`config.mk`:
```
export PLATFORM = sky130hd
export DESIGN_NAME = gcd_lcm_unit_core
export DESIGN_NICKNAME = d
export VERILOG_FILES = /design/src/design/gcl_pkg.sv /design/src/design/gcd_lcm_unit_core.sv /design/src/design/gcl_gcd.sv /design/src/design/gcl_div.sv /design/src/design/gcl_mul.sv
export VERILOG_INCLUDE_DIRS = /design/src /design/src/design
export SDC_FILE = /design/constraint.sdc
export NUM_CORES = 1
export LEC_CHECK = 0
export BUFFER_PORTS_ARGS = -buffer_cell sky130_fd_sc_hd__buf_2
export CAP_MARGIN = 20
export CORE_UTILIZATION = 50
export DETAILED_ROUTE_END_ITERATION = 10
export PLACE_DENSITY = 0.68
export SLEW_MARGIN = 40
export SYNTH_ARGS = -nofsm -noshare
export SYNTH_HDL_FRONTEND = slang
export SYNTH_HIERARCHICAL = 1
export SYNTH_SLANG_ARGS = --single-unit
```
`constraint.sdc`:
```
create_clock -name clk -period 5.1 [get_ports clk]
set_input_delay 0.51 -clock clk [delete_from_list [all_inputs] [get_ports clk]]
set_output_delay 0.51 -clock clk [all_outputs]
set_load 0.005 [all_outputs]
```
`src/design/assert_macros.svh`:
```
// Assertion macros shared by the gcd and lcm unit.
`ifndef ASSERT_MACROS_SVH
`define ASSERT_MACROS_SVH
`ifndef SYNTHESIS
// Checked on every rising edge while reset is low.
`define GCL_ASSERT(label, clk, rst, prop, msg) \
  label: assert property (@(posedge clk) disable iff (rst) (prop)) else $error(msg);
// Checked on every rising edge, reset included.
`define GCL_ASSERT_ALWAYS(label, clk, prop, msg) \
  label: assert property (@(posedge clk) (prop)) else $error(msg);
`else
`define GCL_ASSERT(label, clk, rst, prop, msg)
`define GCL_ASSERT_ALWAYS(label, clk, prop, msg)
`endif
`endif

```
`src/design/gcl_pkg.sv`:
```
// Types and constants of the gcd and lcm unit.
package gcl_pkg;

  localparam int OPERAND_WIDTH_DEF = 32;
  localparam int FIELD_WIDTH       = 32;
  localparam int MULT_WIDTH        = 64;

  typedef enum logic [1:0] {
    ST_IDLE,
    ST_GCD,
    ST_DIV,
    ST_MUL
  } core_state_t;

  typedef enum logic [1:0] {
    GS_IDLE,
    GS_REDUCE,
    GS_SCALE
  } gcd_state_t;

endpackage

```
`src/design/gcd_lcm_unit_core.sv`:
```
// Top level of the gcd and lcm unit: sequencer over gcd, divide and multiply.
//
//  channel   ports                                  handshake
//  -------   -------------------------------------  -----------------------------
//  command   operand_a, operand_b                   start high while busy is low
//  result    divisor, multiple, zero_error          done high for one cycle
//
// A zero operand answers on the cycle after the command. Otherwise the gcd runs first
// (one reduction step a cycle, then a serial shift for the common power of two), then
// lcm = (a / gcd) * b is formed in the divider and then in the multiplier, and the done
// strobe is registered from the multiplier's done.
// One word is in flight at a time; busy covers it. Reset clears the sequencer and strobe.
`include "assert_macros.svh"
module gcd_lcm_unit_core #(
  parameter int OPERAND_WIDTH = gcl_pkg::OPERAND_WIDTH_DEF
) (
  input  logic                            clk,
  input  logic                            rst,
  input  logic                            start,
  input  logic [gcl_pkg::FIELD_WIDTH-1:0] operand_a,
  input  logic [gcl_pkg::FIELD_WIDTH-1:0] operand_b,
  output logic                            busy,
  output logic                            done,
  output logic [gcl_pkg::FIELD_WIDTH-1:0] divisor,
  output logic [gcl_pkg::MULT_WIDTH-1:0]  multiple,
  output logic                            zero_error
);
  import gcl_pkg::*;

  localparam int W = OPERAND_WIDTH;

  core_state_t    state, state_next;
  logic [W-1:0]   a_m, b_m, a_reg, b_reg, g_reg;
  logic [W-1:0]   gcd_res, quot;
  logic [2*W-1:0] prod;
  logic           accept, has_zero;
  logic           gcd_start, div_start, mul_start;
  logic           gcd_done, div_done, mul_done;

  assign a_m      = operand_a[W-1:0];
  assign b_m      = operand_b[W-1:0];
  assign has_zero = (a_m == '0) || (b_m == '0);
  assign busy     = (state != ST_IDLE);
  assign accept   = start && !busy;

  gcl_gcd #(.W(W)) u_gcd (
    .clk    (clk),
    .rst    (rst),
    .start  (gcd_start),
    .a      (a_m),
    .b      (b_m),
    .done   (gcd_done),
    .result (gcd_res)
  );

  gcl_div #(.W(W)) u_div (
    .clk      (clk),
    .rst      (rst),
    .start    (div_start),
    .dividend (a_reg),
    .dsr_in   (gcd_res),
    .done     (div_done),
    .quotient (quot)
  );

  gcl_mul #(.W(W)) u_mul (
    .clk     (clk),
    .rst     (rst),
    .start   (mul_start),
    .mcand   (b_reg),
    .mplier  (quot),
    .done    (mul_done),
    .product (prod)
  );

  always_ff @(posedge clk) begin
    if (rst) begin
      state <= ST_IDLE;
      done  <= 1'b0;
    end else begin
      state <= state_next;
      done  <= (accept && has_zero) || mul_done;
    end
  end

  always_ff @(posedge clk) begin
    if (accept) begin
      a_reg <= a_m;
      b_reg <= b_m;
    end
    if (gcd_done) begin
      g_reg <= gcd_res;
    end
    if (accept && has_zero) begin
      divisor    <= '0;
      multiple   <= '0;
      zero_error <= 1'b1;
    end else if (mul_done) begin
      divisor    <= FIELD_WIDTH'(g_reg);
      multiple   <= MULT_WIDTH'(prod);
      zero_error <= 1'b0;
    end
  end

  always_comb begin
    state_next = state;
    gcd_start  = 1'b0;
    div_start  = 1'b0;
    mul_start  = 1'b0;
    case (state)
      ST_IDLE: begin
        if (accept && !has_zero) begin
          gcd_start  = 1'b1;
          state_next = ST_GCD;
        end
      end
      ST_GCD: begin
        if (gcd_done) begin
          div_start  = 1'b1;
          state_next = ST_DIV;
        end
      end
      ST_DIV: begin
        if (div_done) begin
          mul_start  = 1'b1;
          state_next = ST_MUL;
        end
      end
      ST_MUL: begin
        if (mul_done) begin
          state_next = ST_IDLE;
        end
      end
      default: state_next = ST_IDLE;
    endcase
  end

  `GCL_ASSERT(a_zero_clears, clk, rst, (done && zero_error) |-> (divisor == '0 && multiple == '0), "zero operand result not cleared")
  `GCL_ASSERT(a_gcd_nonzero, clk, rst, (done && !zero_error) |-> (divisor != '0), "gcd of nonzero operands is zero")
  `GCL_ASSERT(a_lcm_ge_gcd, clk, rst, (done && !zero_error) |-> (multiple >= MULT_WIDTH'(divisor)), "lcm below gcd")
  `GCL_ASSERT(a_accept_busy, clk, rst, (accept && !has_zero) |=> busy, "nonzero command did not raise busy")
  `GCL_ASSERT_ALWAYS(a_gcd_in_phase, clk, gcd_done |-> (rst || state == ST_GCD), "gcd finished outside its phase")

endmodule

```
`src/design/gcl_gcd.sv`:
```
// Binary gcd: one reduction step per cycle, then a serial scale by the common power of two.
module gcl_gcd #(
  parameter int W = gcl_pkg::OPERAND_WIDTH_DEF
) (
  input  logic         clk,
  input  logic         rst,
  input  logic         start,
  input  logic [W-1:0] a,
  input  logic [W-1:0] b,
  output logic         done,
  output logic [W-1:0] result
);
  import gcl_pkg::*;

  localparam int KW = $clog2(W);

  gcd_state_t    state, state_next;
  logic [W-1:0]  u, u_next, v, v_next, diff;
  logic [KW-1:0] k, k_next;
  logic          done_next, u_ge;

  assign u_ge   = (u >= v);
  assign diff   = u_ge ? (u - v) : (v - u);
  assign result = u;

  always_ff @(posedge clk) begin
    if (rst) begin
      state <= GS_IDLE;
      done  <= 1'b0;
    end else begin
      state <= state_next;
      done  <= done_next;
    end
  end

  always_ff @(posedge clk) begin
    u <= u_next;
    v <= v_next;
    k <= k_next;
  end

  always_comb begin
    state_next = state;
    u_next     = u;
    v_next     = v;
    k_next     = k;
    done_next  = 1'b0;
    case (state)
      GS_IDLE: begin
        if (start) begin
          u_next     = a;
          v_next     = b;
          k_next     = '0;
          state_next = GS_REDUCE;
        end
      end
      GS_REDUCE: begin
        if (u == '0) begin
          u_next     = v;
          state_next = GS_SCALE;
        end else if (v == '0) begin
          state_next = GS_SCALE;
        end else if (!u[0] && !v[0]) begin
          // common factor of two: count it, restore it at the end
          u_next = u >> 1;
          v_next = v >> 1;
          k_next = k + KW'(1);
        end else if (!u[0]) begin
          u_next = u >> 1;
        end else if (!v[0]) begin
          v_next = v >> 1;
        end else if (u_ge) begin
          // both odd: the difference is even, halve it at once
          u_next = diff >> 1;
        end else begin
          v_next = diff >> 1;
        end
      end
      GS_SCALE: begin
        if (k == '0) begin
          done_next  = 1'b1;
          state_next = GS_IDLE;
        end else begin
          u_next = u << 1;
          k_next = k - KW'(1);
        end
      end
      default: state_next = GS_IDLE;
    endcase
  end

endmodule

```
`src/design/gcl_div.sv`:
```
// Restoring divider: one quotient bit per cycle.
module gcl_div #(
  parameter int W = gcl_pkg::OPERAND_WIDTH_DEF
) (
  input  logic         clk,
  input  logic         rst,
  input  logic         start,
  input  logic [W-1:0] dividend,
  input  logic [W-1:0] dsr_in,
  output logic         done,
  output logic [W-1:0] quotient
);
  import gcl_pkg::*;

  localparam int CW = $clog2(W);

  logic          run;
  logic [CW-1:0] cnt;
  logic [W-1:0]  rem, dvd, dsr;
  logic [W:0]    trial, diff;
  logic          fits;

  assign trial    = {rem, dvd[W-1]};
  assign diff     = trial - {1'b0, dsr};
  assign fits     = (trial >= {1'b0, dsr});
  assign quotient = dvd;

  always_ff @(posedge clk) begin
    if (rst) begin
      run  <= 1'b0;
      done <= 1'b0;
    end else begin
      done <= 1'b0;
      if (start) begin
        run <= 1'b1;
      end else if (run && cnt == '0) begin
        run  <= 1'b0;
        done <= 1'b1;
      end
    end
  end

  always_ff @(posedge clk) begin
    if (start) begin
      cnt <= CW'(W - 1);
      rem <= '0;
      dvd <= dividend;
      dsr <= dsr_in;
    end else if (run) begin
      cnt <= cnt - CW'(1);
      // shift the next dividend bit into the remainder, the quotient bit in at the bottom
      rem <= fits ? diff[W-1:0] : trial[W-1:0];
      dvd <= {dvd[W-2:0], fits};
    end
  end

endmodule

```
`src/design/gcl_mul.sv`:
```
// Shift-add multiplier: one multiplier bit per cycle.
module gcl_mul #(
  parameter int W = gcl_pkg::OPERAND_WIDTH_DEF
) (
  input  logic           clk,
  input  logic           rst,
  input  logic           start,
  input  logic [W-1:0]   mcand,
  input  logic [W-1:0]   mplier,
  output logic           done,
  output logic [2*W-1:0] product
);
  import gcl_pkg::*;

  localparam int CW = $clog2(W);

  logic          run;
  logic [CW-1:0] cnt;
  logic [W-1:0]  hi, lo, mc;
  logic [W:0]    sum;

  assign sum     = {1'b0, hi} + (lo[0] ? {1'b0, mc} : '0);
  assign product = {hi, lo};

  always_ff @(posedge clk) begin
    if (rst) begin
      run  <= 1'b0;
      done <= 1'b0;
    end else begin
      done <= 1'b0;
      if (start) begin
        run <= 1'b1;
      end else if (run && cnt == '0) begin
        run  <= 1'b0;
        done <= 1'b1;
      end
    end
  end

  always_ff @(posedge clk) begin
    if (start) begin
      cnt <= CW'(W - 1);
      hi  <= '0;
      lo  <= mplier;
      mc  <= mcand;
    end else if (run) begin
      cnt <= cnt - CW'(1);
      // shift the partial sum down, low bit drops into the product's low half
      hi  <= sum[W:1];
      lo  <= {sum[0], lo[W-1:1]};
    end
  end

endmodule
```
==> impl_metrics.tcl <==
set metrics [dict create \
    grt_remaining_overflow 0 \
    antenna_found_initial 4 \
    die_h_um 232 \
    first_pass_iters 6 \
    intPower_mw 10.9 \
    syn-num-nets 2850 \
    synth_edf_count 293 \
    min_path_type "input port to flip-flop" \
    synth_most_common_cell "edfxtp_1" \
    synth_top_area_cell "edfxtp_1" \
    postPlaceCellArea_um2 27700 \
    area_growth_pct 12.0 \
    layout-drive-gt1-share_pct 14.5 \
    grt_usage_pct 30.1 \
    floorplan.initialDensity_pct 51.1 \
    first_iter_violations 2064 \
    cts_root_buffer "clkbuf_16" \
    fin_util_pct 57.2 \
    tightest_slew_ns 0.857 \
    worst-r2r-setup-slack_ns 1.18 \
    drt_wl_total_um 81700 \
    crit_type "flip-flop to flip-flop" \
    dp_worst_setup_slack_ns 1.07 \
    layout.nets 2957 \
    grt_pass1_vias 20100 \
    ios 166 \
    setup_tns_ns 0 \
    cts_setup_buffers 0 \
    clkTransAtPathRegs_ns 0.06 \
    yosysSeqAreaShare_pct 47.0 \
    route.vias.total 21100 \
    fin_crit_ns 3.92 \
    vdd_drop_max_mv 0.416 \
    yosysWarnings 6 \
    syn_area_um2 26400 \
    worstSkewPairLatency_ns 0.62 \
    rsz0062_at_grt "false" \
    postLayoutSetupSlackWorst_ns 1.18 \
    avgViaCountPerCell 6.10 \
    setup_violations 0 \
    ant_nets 0 \
    dpl.hpwl_um 61100 \
    hold_violations 0 \
    synth_ff_type "edfxtp_1" \
    rows 83 \
    post_cts_resized 0 \
    worstPathRequired_ns 5.41 \
    syn_avg_cell_area_um2 10.0 \
    core_area_um2 51700 \
    startpoint_type "flip-flop" \
    r2r_start "u_gcd/result[0]" \
    fp.dieArea_um2 53800 \
    status "finished, final reports clean" \
    ys_seq_elements 474 \
    num_antenna_cells 0 \
    gp_congestion 0.985 \
    timing.final.crit_share_pct 76.8 \
    cts_hold_buf 0 \
    tritoncts "yes" \
    p_total_mw 19.5 \
    worstHoldStart "operand_b[31]" \
    hold_end "b_reg[31]" \
    maxCapViolations 0 \
    fin_area_um2 29600 \
    grt_pass1_wl_um 123000 \
    swShare_pct 44.3 \
    end_kind "flip-flop" \
    io_buffers 165 \
    p_comb_share_pct 49.0 \
    ys_types 104 \
    yosys-top-cells-count "293 x edfxtp_1, 255 x nor2_1, 191 x nand2_1, 181 x dfxtp_1, 156 x a21oi_1" \
    slew_headroom_pct 42.9 \
    power_switching_mw 8.64 \
    clockBufferDepth 3 \
    h-tree-depth 2 \
    avgRoutedWirePerCell_um 23.6 \
    synthCells 2634 \
    grt_max_degree 66 \
    numCtsBuffers 52 \
    powerDensity_nw_per_um2 659 \
    largest_reg_flops 64 \
    cts_sinks 474 \
    p_clk_share_pct 20.3 \
    skew_ns 0.0418 \
    r2r-end "u_gcd/v[13]" \
    fill_cells 4528 \
    critPathArrivalTime_ns 4.23 \
    worstPathMaxFanout 22 \
    fp.dieW_um 232 \
    p_leak_nw 11.7 \
    synth_top_area_share_pct 33.3 \
    synth_async_sr_flop_share_pct 0 \
    hold_depth 1 \
    regMostFlops "multiple" \
    p_seq_share_pct 30.7 \
    drv_slew 0 \
    reg2reg_depth 11 \
    fmax_mhz 255 \
    drc_errors 0 \
    yosys-top-cells-area "edfxtp_1 33%, dfxtp_1 14%, ha_1 6.8%" \
]
layout make-up:
cell class / count / area, um2 / share of cell area, %
multi-input combinational: 1857 / 12800 / 43.1
clock inverter: 32 / 413 / 1.40
tap: 680 / 851 / 2.88
inverter: 157 / 589 / 1.99
timing repair buffer: 199 / 1130 / 3.82
clock buffer: 66 / 1420 / 4.78
sequential: 474 / 12400 / 42.0
power by group through the flow:
stage / logic [mW] / registers (mW) / clock network, mW
after global routing: 10.3 / 6.07 / 4.18
after detailed placement: 9.24 / 6.04 / 0
final: 9.55 / 5.99 / 3.96
after CTS: 9.30 / 5.97 / 4.04
after floorplan: 6.83 / 5.69 / 0
after global placement: 9.21 / 6.01 / 0
how the worst max path moves through the flow:
stage | to | slack [ns] | start | depth (start not counted)
floorplan | u_gcd/v[10] | 0.76 | u_gcd/result[0] | 12
global placement | u_gcd/v[25] | 1.18 | u_gcd/result[0] | 11
detailed placement | u_gcd/v[29] | 1.07 | u_gcd/result[0] | 11
CTS | u_gcd/v[12] | 1.03 | u_gcd/result[0] | 11
global route | u_gcd/v[13] | 0.97 | u_gcd/result[25] | 10
finish | u_gcd/v[13] | 1.18 | u_gcd/result[0] | 11
critical path, stage by stage, from the launching register on:
cell	delay [ns]
edfxtp_1	0.55
inv_1	0.20
ha_1	0.20
fa_1	0.28
nor2b_4	0.06
o31a_1	0.30
o21ai_1	0.26
a31oi_2	0.23
o21ai_2	0.50
nand2_1	0.19
a31oi_4	0.55
buf_12	0.26
kinds of logic after synthesis:
group | synth area share, %
buffers and inverters | 4.82
and+or+nand+nor | 13.8
xor gates and xnor gates | 3.45
adders and majority gates | 7.20
DFF | 47.0
muxes | 7.17
AOI/OAI and AO/OA | 16.5
layer usage:
layer  up-vias  global-route usage, %  wire (um)
met5         -                      0         26
met4         4                   11.9       3270
met3       167                   4.62       5650
met2       858                   47.1      36800
met1     10300                   41.7      36000
li1       9828                      -          -
through the flow:
stage,cells,hold WS [ns]
2_1_floorplan,2634,0.400
5_1_grt,3465,0.0897
3_5_place_dp,3366,0.405
6_report,3465,0.104
3_3_place_gp,3363,0.403
4_1_cts,3464,0.0714
cells in the final DEF (no fill, tap or decap), types with 26 or more instances in the layout:
cell type    n
a21o_1      52
a21oi_1    156
and2_1      38
buf_2      165
buf_4       28
clkbuf_16   52
dfxtp_1    180
edfxtp_1   293
ha_1       142
inv_1      154
mux2_2      64
mux2i_1    116
nand2_1    191
nand2b_1    26
nand3_1     52
nand4_1     39
nor2_1     254
nor4_1      42
o21ai_0    146
o21ai_1     32
xnor2_1     67
xor2_1      37
No activity file was read; power rests on OpenSTA's default activity.
